==> config.mk <==
export PLATFORM = sky130hd
export DESIGN_NAME = i2c_eeprom_transfer_sequencer
export DESIGN_NICKNAME = d
export VERILOG_FILES = /design/src/rtl/core/i2cee_pkg.sv /design/src/rtl/core/i2cee_step.sv /design/src/rtl/core/i2c_eeprom_transfer_sequencer.sv
export SDC_FILE = /design/constraint.sdc
export NUM_CORES = 1
export LEC_CHECK = 0
export ABC_AREA = 0
export BUFFER_PORTS_ARGS = -buffer_cell sky130_fd_sc_hd__buf_4
export CAP_MARGIN = 20
export CORE_MARGIN = 2
export CORE_UTILIZATION = 30
export DETAILED_ROUTE_END_ITERATION = 16
export PLACE_DENSITY = 0.48
export SLEW_MARGIN = 10
export SYNTH_ARGS = -nofsm -noshare
export SYNTH_HDL_FRONTEND = slang
export SYNTH_SLANG_ARGS = --single-unit
==> constraint.sdc <==
create_clock -name clock -period 2.6 [get_ports clock]
set_input_delay 0.52 -clock clock [delete_from_list [all_inputs] [get_ports clock]]
set_output_delay 0.52 -clock clock [all_outputs]
set_load 0.02 [all_outputs]
==> src/rtl/core/i2cee_pkg.sv <==
package i2cee_pkg;

   // Default widths and reset values.
   localparam int unsigned COUNT_BITS_DEFAULT = 8;
   localparam logic [6:0] DEVICE_ADDRESS_RESET = 7'h50;

   // Function codes of an input item.
   typedef enum logic [1:0] {
      FUNC_START_READ  = 2'd0,
      FUNC_START_WRITE = 2'd1,
      FUNC_EVENT       = 2'd2,
      FUNC_UNUSED      = 2'd3
   } func_type;

   // Sequencer phases.
   typedef enum logic [3:0] {
      PH_IDLE        = 4'd0,
      PH_WRITE_NEXT  = 4'd1,
      PH_WRITE_FINAL = 4'd2,
      PH_SEND_ACK    = 4'd3,
      PH_WAIT_ACK    = 4'd4,
      PH_READ_ONE    = 4'd5,
      PH_READ_FIRST  = 4'd6,
      PH_READ_NEXT   = 4'd7,
      PH_READ_FINAL  = 4'd8,
      PH_READ_WAIT   = 4'd9
   } phase_type;

   // Commands for the I2C master core.
   typedef enum logic [3:0] {
      CMD_NONE         = 4'd0,
      CMD_SINGLE_SEND  = 4'd1,
      CMD_BSEND_START  = 4'd2,
      CMD_BSEND_CONT   = 4'd3,
      CMD_BSEND_FINISH = 4'd4,
      CMD_SINGLE_RECV  = 4'd5,
      CMD_BRECV_START  = 4'd6,
      CMD_BRECV_CONT   = 4'd7,
      CMD_BRECV_FINISH = 4'd8
   } cmd_type;

   // Input transaction.
   typedef struct packed {
      logic [1:0]  func;
      logic [10:0] mem_address;
      logic [7:0]  byte_count;
      logic [7:0]  tx_byte;
      logic [7:0]  rx_byte;
      logic        bus_error;
   } req_type;

   // Result transaction.
   typedef struct packed {
      logic [3:0] master_cmd;
      logic       slave_address_valid;
      logic [6:0] slave_address;
      logic       receive_mode;
      logic       put_valid;
      logic [7:0] put_data;
      logic       store_valid;
      logic [7:0] store_data;
      logic       idle;
   } rsp_type;

endpackage

==> src/rtl/core/i2cee_step.sv <==
module i2cee_step #(
   parameter int unsigned COUNT_BITS = i2cee_pkg::COUNT_BITS_DEFAULT
) (
   input  i2cee_pkg::phase_type  phase,
   input  logic [COUNT_BITS-1:0] count,
   input  logic [6:0]            device_address,
   input  i2cee_pkg::req_type    req,
   output i2cee_pkg::phase_type  phase_in,
   output logic [COUNT_BITS-1:0] count_in,
   output i2cee_pkg::rsp_type    rsp
);

   logic [COUNT_BITS-1:0] start_count;
   logic [COUNT_BITS-1:0] count_dec;
   logic                  is_start;
   logic                  is_event;

   assign start_count = COUNT_BITS'(req.byte_count);
   assign count_dec   = count - COUNT_BITS'(1);
   assign is_start    = (req.func inside {i2cee_pkg::FUNC_START_READ,
                                          i2cee_pkg::FUNC_START_WRITE});
   assign is_event    = (req.func == i2cee_pkg::FUNC_EVENT);

   // Next phase and remaining byte count.
   always_comb begin
      phase_in = phase;
      count_in = count;
      if (is_start && phase == i2cee_pkg::PH_IDLE) begin
         count_in = start_count;
         if (req.func == i2cee_pkg::FUNC_START_READ) begin
            phase_in = (start_count == COUNT_BITS'(1)) ? i2cee_pkg::PH_READ_ONE
                                                       : i2cee_pkg::PH_READ_FIRST;
         end else begin
            phase_in = (start_count == COUNT_BITS'(1)) ? i2cee_pkg::PH_WRITE_FINAL
                                                       : i2cee_pkg::PH_WRITE_NEXT;
         end
      end else if (is_event) begin
         case (phase)
            i2cee_pkg::PH_WRITE_NEXT: begin
               count_in = count_dec;
               if (count_dec == COUNT_BITS'(1)) phase_in = i2cee_pkg::PH_WRITE_FINAL;
            end
            i2cee_pkg::PH_WRITE_FINAL: begin
               count_in = count_dec;
               phase_in = i2cee_pkg::PH_SEND_ACK;
            end
            i2cee_pkg::PH_SEND_ACK: begin
               phase_in = i2cee_pkg::PH_WAIT_ACK;
            end
            i2cee_pkg::PH_WAIT_ACK: begin
               phase_in = req.bus_error ? i2cee_pkg::PH_WAIT_ACK : i2cee_pkg::PH_IDLE;
            end
            i2cee_pkg::PH_READ_ONE: begin
               phase_in = i2cee_pkg::PH_READ_WAIT;
            end
            i2cee_pkg::PH_READ_FIRST: begin
               phase_in = (count == COUNT_BITS'(2)) ? i2cee_pkg::PH_READ_FINAL
                                                    : i2cee_pkg::PH_READ_NEXT;
            end
            i2cee_pkg::PH_READ_NEXT: begin
               count_in = count_dec;
               if (count_dec == COUNT_BITS'(2)) phase_in = i2cee_pkg::PH_READ_FINAL;
            end
            i2cee_pkg::PH_READ_FINAL: begin
               count_in = count_dec;
               phase_in = i2cee_pkg::PH_READ_WAIT;
            end
            i2cee_pkg::PH_READ_WAIT: begin
               count_in = count_dec;
               phase_in = i2cee_pkg::PH_IDLE;
            end
            default: begin
            end
         endcase
      end
   end

   // Command and data fields of the result.
   always_comb begin
      rsp = '0;
      if (is_start && phase == i2cee_pkg::PH_IDLE) begin
         rsp.slave_address_valid = 1'b1;
         rsp.slave_address       = device_address | {4'b0000, req.mem_address[10:8]};
         rsp.put_valid           = 1'b1;
         rsp.put_data            = req.mem_address[7:0];
         rsp.master_cmd          = (req.func == i2cee_pkg::FUNC_START_READ)
                                   ? i2cee_pkg::CMD_SINGLE_SEND
                                   : i2cee_pkg::CMD_BSEND_START;
      end else if (is_event) begin
         case (phase)
            i2cee_pkg::PH_WRITE_NEXT: begin
               rsp.put_valid  = 1'b1;
               rsp.put_data   = req.tx_byte;
               rsp.master_cmd = i2cee_pkg::CMD_BSEND_CONT;
            end
            i2cee_pkg::PH_WRITE_FINAL: begin
               rsp.put_valid  = 1'b1;
               rsp.put_data   = req.tx_byte;
               rsp.master_cmd = i2cee_pkg::CMD_BSEND_FINISH;
            end
            i2cee_pkg::PH_SEND_ACK, i2cee_pkg::PH_READ_ONE: begin
               rsp.slave_address_valid = 1'b1;
               rsp.slave_address       = device_address;
               rsp.receive_mode        = 1'b1;
               rsp.master_cmd          = i2cee_pkg::CMD_SINGLE_RECV;
            end
            i2cee_pkg::PH_WAIT_ACK: begin
               // Keep polling with single receives while the device is busy.
               if (req.bus_error) begin
                  rsp.slave_address_valid = 1'b1;
                  rsp.slave_address       = device_address;
                  rsp.receive_mode        = 1'b1;
                  rsp.master_cmd          = i2cee_pkg::CMD_SINGLE_RECV;
               end
            end
            i2cee_pkg::PH_READ_FIRST: begin
               rsp.slave_address_valid = 1'b1;
               rsp.slave_address       = device_address;
               rsp.receive_mode        = 1'b1;
               rsp.master_cmd          = i2cee_pkg::CMD_BRECV_START;
            end
            i2cee_pkg::PH_READ_NEXT: begin
               rsp.store_valid = 1'b1;
               rsp.store_data  = req.rx_byte;
               rsp.master_cmd  = i2cee_pkg::CMD_BRECV_CONT;
            end
            i2cee_pkg::PH_READ_FINAL: begin
               rsp.store_valid = 1'b1;
               rsp.store_data  = req.rx_byte;
               rsp.master_cmd  = i2cee_pkg::CMD_BRECV_FINISH;
            end
            i2cee_pkg::PH_READ_WAIT: begin
               rsp.store_valid = 1'b1;
               rsp.store_data  = req.rx_byte;
            end
            default: begin
            end
         endcase
      end
      rsp.idle = (phase_in == i2cee_pkg::PH_IDLE);
   end

endmodule

==> src/rtl/core/i2c_eeprom_transfer_sequencer.sv <==
// I2C EEPROM transfer sequencer.
// Request channel (req_valid/req_ready/req_payload): a start read or start
// write transaction taken while idle latches the byte count and issues the
// address phase; each master completion event then steps the sequencer.
// Response channel (rsp_valid/rsp_ready/rsp_payload): exactly one response
// per request, carrying the master command, slave address, data to put into
// the master, a received byte to store, and whether the sequencer is idle.
// csr_write_enable/csr_write_data set the 7-bit device base address; write it
// only while no transactions are in flight.
// The request waits in the input register, then the phase logic loads the
// output register, whose valid flag drives rsp_valid.
// Throughput is one transaction per cycle while the output is not stalled;
// the phase and count registers update in one step, so nothing iterates.
// When the receiver stalls, the output register holds its response and the
// input register holds one more request; req_ready then drops.
// Synchronous reset empties both registers, returns the sequencer to idle
// with a zero count, and sets the base address to 0x50.
module i2c_eeprom_transfer_sequencer #(
   parameter int unsigned COUNT_BITS = i2cee_pkg::COUNT_BITS_DEFAULT
) (
   input  logic               clock,
   input  logic               reset,
   input  logic               req_valid,
   output logic               req_ready,
   input  i2cee_pkg::req_type req_payload,
   output logic               rsp_valid,
   input  logic               rsp_ready,
   output i2cee_pkg::rsp_type rsp_payload,
   input  logic               csr_write_enable,
   input  logic [6:0]         csr_write_data
);

   logic                  req_valid_ff;
   i2cee_pkg::req_type    req_ff;
   logic                  rsp_valid_ff;
   i2cee_pkg::rsp_type    rsp_ff;
   i2cee_pkg::phase_type  phase_ff;
   i2cee_pkg::phase_type  phase_in;
   logic [COUNT_BITS-1:0] count_ff;
   logic [COUNT_BITS-1:0] count_in;
   logic [6:0]            device_address_ff;
   i2cee_pkg::rsp_type    rsp_in;
   logic                  out_free;
   logic                  advance;

   // Pipeline flow control.
   assign out_free  = !rsp_valid_ff || rsp_ready;
   assign advance   = req_valid_ff && out_free;
   assign req_ready = !req_valid_ff || advance;

   i2cee_step #(
      .COUNT_BITS(COUNT_BITS)
   ) u_step (
      .phase          (phase_ff),
      .count          (count_ff),
      .device_address (device_address_ff),
      .req            (req_ff),
      .phase_in       (phase_in),
      .count_in       (count_in),
      .rsp            (rsp_in)
   );

   // Control state.
   always_ff @(posedge clock) begin
      if (reset) begin
         req_valid_ff      <= 1'b0;
         rsp_valid_ff      <= 1'b0;
         phase_ff          <= i2cee_pkg::PH_IDLE;
         count_ff          <= '0;
         device_address_ff <= i2cee_pkg::DEVICE_ADDRESS_RESET;
      end else begin
         if (req_ready) req_valid_ff <= req_valid;
         if (out_free) rsp_valid_ff <= req_valid_ff;
         if (advance) begin
            phase_ff <= phase_in;
            count_ff <= count_in;
         end
         if (csr_write_enable) device_address_ff <= csr_write_data;
      end
   end

   // Payload registers.
   always_ff @(posedge clock) begin
      if (req_ready && req_valid) req_ff <= req_payload;
      if (advance) rsp_ff <= rsp_in;
   end

   assign rsp_valid   = rsp_valid_ff;
   assign rsp_payload = rsp_ff;

endmodule

==> flow_summary.ini, run 1 <==
[die]
fp.dieW_um = 118
io_pins = 84
rows = 41
start_util_pct = 30.8
coreArea_sq_mm = 0.0127
dieArea_sq_mm = 0.0139
die_h_um = 118

[final_layout]
n_antenna_cell = 0
n_fill_cell = 1228
final_layout_size_suffix_gt1_share_pct = 33.1
area_delta_synth_final_pct = 29.5
final_nets = 450

[clock_network]
cts_buffers = 9
htree_levels = 3
cts.clk_slew.worst_paths_ns = 0.07
cts-root-buf = clkbuf_16
hold_buffers = 0
cts_tree = built
cts_buffer_depth = 2
cts.sinks = 91
clkLatencyLatePin_ns = 0.35

[critical_path]
worstSetupEndpointType = flop
crit_chain = or3_4 > or4b_4 > xnor2_4 > nor3_1 > o21ai_0 > a2111oi_2
worstPathMaxFanout = 8
crit-reg2reg-launch = count_ff[3]
critPathArrivalTime_ns = 2.61
crit_path_start_kind = flop
path_buf_inv = 0
critical_path.startpoint = count_ff[3]
cp_top_family = simple AND/OR/NAND/NOR gates
critPathKind = reg -> reg
cp.required_ns = 2.76
cp_slowest_cell = or4b_4
max_stage_delay_ns = 0.54

[yosys]
synth-seq-area-share_pct = 64.7
synth-main-ff-cell = edfxtp_1
ys_ff_latch = 91
netlist_area_sq_mm = 0.00390
synthTopCellsByArea = edfxtp_1 (54%), dfxtp_1 (11%), nor2_1 (2.7%)
synthArstFlopShare_pct = 0
synth_edf_count = 70
synth_fp_nets = 363
postSynthCellCount = 310
yosysWarningCount = 0
ys_types = 59
synth_top_area_cell = edfxtp_1
yosysTopAreaCellShare_pct = 53.9
syn-mean-instance-area_sq_um = 12.6

[placement]
port_buffers = 83
dp_hpwl_um = 6210
dp_slack_ns = 0.158
place_congestion = 0.833

[sta]
worst-slew-pin-transition_ns = 0.898
grt_setup_unrepaired = false
hold_viol_final = 0
min_period_ns = 2.46
fin_crit_sh_pct = 94.5
relSlewSlack_pct = 40.2
whs_ns = 0.342
setup_ws_ns = 0.143
clock_skew_ns = 0.0104
fmax_mhz = 407
fin_tns_setup_ns = 0
setup_violations = 0
drv_slew = 0

[pwr]
powerDensity_mw_per_mm2 = 677
power_leakage_nw = 1.94
swShare_pct = 25.6
p_clk_share_pct = 35.9
internal-power_w = 0.00255
p_seq_share_pct = 49.9
combPwrFrac_pct = 14.1
ir_worst_vdd_uv = 447
power_switching_w = 0.000876

[drt]
dr.pass1.iters = 4
vias = 2717
initialDrtViolationCount = 172
drt-total-wl_um = 8930
wl_per_cell_um = 15.6
drc = 0
drtAntennaViolNets = 0
viasPerCell = 4.73

[global_route]
grt_pass1_wl_um = 14200
grt_max_degree = 39
grt_pass1_vias = 2635
grt_use_total_pct = 13.3
overflow = 0
antenna_found_initial = 0

[outcome]
status = complete, no violations

[worst_hold_path]
min_from = req_payload[21]
hp-class = in -> reg

[flow_run]
cap_violations = 0
[logic make-up (layout without fill, tap and decap cells)]
| family | after synthesis | after routing | synth area share (%) |
|---|---|---|---|
| flip-flops | 91 | 91 | 64.7 |
| multiplexers | 8 | 8 | 2.05 |
| AO/OA/AOI/OAI | 66 | 66 | 12.7 |
| adder cells (fa/ha/maj) | 3 | 3 | 0.962 |
| XOR/XNOR | 2 | 2 | 0.930 |
| buffers and inverters | 28 | 120 | 3.30 |
| AND/OR/NAND/NOR | 112 | 112 | 15.4 |
[registers in the layout, indices dropped and copies added, names as in the netlist]
register,cells
rsp_payload,32
phase_ff,4
device_address_ff,7
req_ff,38
count_ff,8
req_valid_ff,1
rsp_valid,1
[path summary, 6_finish.rpt]
kind | end | depth (start not counted) | slack (ns)
hold / removal | req_ff[21] | 1 | 0.34
setup reg to reg | rsp_payload[0] | 6 | 0.14
setup / recovery | rsp_payload[0] | 6 | 0.14
hold reg to reg | device_address_ff[4] | 2 | 0.48
[power by group through the flow]
stage	Combinational, W	Clock (W)	Sequential, W
global route	0.000532	0.00133	0.00172
global placement	0.000488	0	0.00174
floorplan	0.000275	0	0.00176
detailed placement	0.000488	0	0.00174
finish	0.000484	0.00123	0.00171
CTS	0.000490	0.00127	0.00171
[stage by stage]
stage	cell area [sq um]	total power (W)	std cells	util [%]
4_1_cts	5050	0.00347	574	39.9
3_3_place_gp	4770	0.00223	558	37.6
2_1_floorplan	3900	0.00203	310	-
6_report	5050	0.00342	574	39.9
3_5_place_dp	4770	0.00223	558	37.7
5_1_grt	5050	0.00358	574	39.9
[cells in the mapped netlist (3+ instances only)]
| cell type | number |
|---|---|
| edfxtp_1 | 70 |
| nor2_1 | 28 |
| nand2_1 | 23 |
| dfxtp_1 | 21 |
| and2_1 | 13 |
| clkbuf_1 | 12 |
| a22o_1 | 11 |
| o21ai_0 | 11 |
| a21oi_1 | 10 |
| mux2i_1 | 8 |
| nand3_1 | 8 |
| nor3_1 | 8 |
| inv_1 | 6 |
| a211oi_1 | 4 |
| buf_2 | 4 |
| nor2b_1 | 4 |
| o31ai_1 | 4 |
| a311oi_1 | 3 |
| and3_1 | 3 |
| buf_1 | 3 |
| ha_1 | 3 |
| nor4_1 | 3 |
| or2_2 | 3 |
[metal layers]
layer	GRT usage, %	up-vias	part of all wire, %	routed length, um
met3	5.38	10	6.5	581
met5	0	-	0	0
met2	21.3	87	48	4280
li1	-	1337	-	-
met4	3.84	0	1.5	137
met1	16.4	1283	44	3940
[what timing repair did]
item | CTS | global route
endpoints found under the setup margin | 0 | 1
resized for setup | 0 | 2
buffers inserted | 0 | 0
[placed cells by master, fill, tap and decap left out, drive strengths merged, types with 4 or more instances in the layout]
cell type,netlist,routed
edfxtp,70,70
nand2,23,23
o21ai,11,11
nor2b,4,4
clkinv,0,4
o31ai,4,4
a22o,11,11
inv,6,9
mux2i,8,8
dfxtp,21,21
buf,8,98
a21oi,10,10
nor4,5,5
nor3,8,8
a211oi,4,4
nand3,8,8
nor2,28,28
clkbuf,14,9
or2,4,4
and2,13,13
[layout make-up]
class	count	area [sq um]	share of cell area, %
sequential	91	2520	49.9
multi-input combinational	191	1280	25.3
timing repair buffer	98	736	14.6
clock buffer	9	225	4.46
tap	172	215	4.26
clock inverter	7	51.3	1.02
inverter	6	22.5	0.446
No activity file was read; power rests on OpenSTA's default activity.
==> inputs of run 2 (changes only) <==
==> constraint.sdc (replaced) <==
create_clock -name clock -period 2.6 [get_ports clock]
set_input_delay 0.13 -clock clock [delete_from_list [all_inputs] [get_ports clock]]
set_output_delay 0.13 -clock clock [all_outputs]
set_load 0.02 [all_outputs]
==> flow_summary.ini, run 2 (synthesized netlist as in run 1, its figures left out) <==
[outcome]
status = complete, no violations

[final_layout]
layout_common_cells = buf_4 (97), edfxtp_1 (70), dlygate4sd3_1 (41)
largest_register_ffs = 38
mostFrequentLayoutCell = buf_4
largest_register = req_ff
final_nets = 491
n_antenna_cell = 0
design_area_sq_mm = 0.00548
final_layout_size_suffix_gt1_share_pct = 30.0
area_delta_synth_final_pct = 40.5

[critical_path]
r2r_slack_ns = 0.17
critPathKind = reg -> reg
cp_slowest_cell = or4b_4
crit_path_start_kind = flop
cp.required_ns = 2.75
crit_chain = or3_4 > or4b_4 > xnor2_4 > nor3_1 > o21ai_0 > a2111oi_2
path_depth = 6
worstSetupEndpointType = flop
cp-endpoint = rsp_payload[0]
max_stage_delay_ns = 0.54
timing.rr.end = rsp_payload[0]
crit-reg2reg-launch = count_ff[3]
reg2regPathDepth = 6
critical_path.startpoint = count_ff[3]
critPathArrivalTime_ns = 2.58
path_buf_inv = 0
worstPathMaxFanout = 8
cp_top_family = simple AND/OR/NAND/NOR gates

[die]
rows = 41
start_util_pct = 30.8
dieArea_sq_mm = 0.0139
io_pins = 84
die_h_um = 118
fp.dieW_um = 118
coreArea_sq_mm = 0.0127

[pwr]
combPwrFrac_pct = 15.1
ir_worst_vdd_uv = 425
power_leakage_nw = 2.12
power_switching_w = 0.000871
swShare_pct = 24.6
internal-power_w = 0.00267
p_clk_share_pct = 36.6
p_seq_share_pct = 48.3
powerDensity_mw_per_mm2 = 646

[drt]
initialDrtViolationCount = 141
viasPerCell = 4.66
drc = 0
vias = 2866
drt-total-wl_um = 9270
dr.pass1.iters = 4
drtAntennaViolNets = 0
wl_per_cell_um = 15.1

[sta]
fin_crit_sh_pct = 93.3
fin_tns_setup_ns = 0
whs_ns = 0.0189
drv_slew = 0
clock_skew_ns = 0.00751
setup_violations = 0
relSlewSlack_pct = 36.4
min_period_ns = 2.43
worst-slew-pin-transition_ns = 0.953
fmax_mhz = 412
grt_setup_unrepaired = false
hold_viol_final = 0

[global_route]
overflow = 0
grt_pass1_vias = 2875
antenna_found_initial = 0
grt_pass1_wl_um = 14800
grt_max_degree = 39
grt_use_total_pct = 14.0

[placement]
dpl-instance-area_sq_mm = 0.00477
place_congestion = 0.854
dp_hpwl_um = 6240
port_buffers = 83

[clock_network]
cts_buffer_depth = 2
cts_buffers = 9
cts_tree = built
cts.clk_slew.worst_paths_ns = 0.07
post_cts_buffers = 0
clkLatencyLatePin_ns = 0.35
cts.sinks = 91
cts-root-buf = clkbuf_16
htree_levels = 3

[flow_run]
cap_violations = 0

[worst_hold_path]
hp-class = in -> reg
## run 2: changes by cell type in the layout (fill, tap and decap cells not counted), sizes merged
| cell | before | now |
|---|---|---|
| dlygate4sd3 | 0 | 41 |
| inv | 9 | 7 |
| bufinv | 0 | 1 |
| clkinvlp | 0 | 1 |
## run 2: cell type report
class	count	area, sq um
well taps	172	215
clock buffers	9	225
inverters	6	22.5
repair buffers	139	1140
flip-flops and latches	91	2520
clock inverters	7	67.6
fillers	1218	7190
multi-input cells	191	1280
## run 2: worst min-delay path by stage
stage	start	to	cells after the start	slack, ns
2_1_floorplan	req_payload[0]	req_ff[0]	0	0.23
3_3_place_gp	req_payload[16]	req_ff[16]	1	0.31
3_5_place_dp	req_payload[21]	req_ff[21]	1	0.31
4_1_cts	csr_write_data[5]	device_address_ff[5]	3	0.004
5_1_grt	csr_write_data[2]	device_address_ff[2]	3	0.02
6_report	csr_write_data[5]	device_address_ff[5]	3	0.02
## run 2: power groups by stage
| stage | combinational, W | clock, W | sequential [W] |
|---|---|---|---|
| 4_1_cts | 0.000536 | 0.00134 | 0.00171 |
| 3_3_place_gp | 0.000484 | 0 | 0.00174 |
| 2_1_floorplan | 0.000275 | 0 | 0.00176 |
| 5_1_grt | 0.000581 | 0.00139 | 0.00172 |
| 6_report | 0.000533 | 0.00130 | 0.00171 |
| 3_5_place_dp | 0.000484 | 0 | 0.00174 |
## run 2: repair_timing
item	CTS	global route
hold buffers	41	0
setup endpoints to repair	0	1
resized for setup	0	4
endpoints found under the hold margin	41	0
## run 2: tightest hold or removal path, cell delays in order
cell and delay [ns]:
buf_4 0.08, mux2i_1 0.05, nor2_1 0.07
## run 2: per-stage QoR
step                      utilization [%]  std cells  total power [W]  setup slack, ns
after floorplan                         -        310          0.00203           0.0615
after global placement               37.6        557          0.00222            0.230
after detailed placement             37.6        558          0.00223            0.114
after CTS                            43.2        615          0.00359           0.0913
after global routing                 43.3        615          0.00370           0.0510
final                                43.3        615          0.00354            0.174
## run 2: per-layer routing
layer | track usage [%] | vias up | share of wire, %
met5 | 0 | - | 0
met4 | 7.38 | 0 | 2.8
met3 | 4.84 | 15 | 5.1
met2 | 21.4 | 82 | 48
met1 | 17.4 | 1339 | 44
li1 | - | 1430 | -
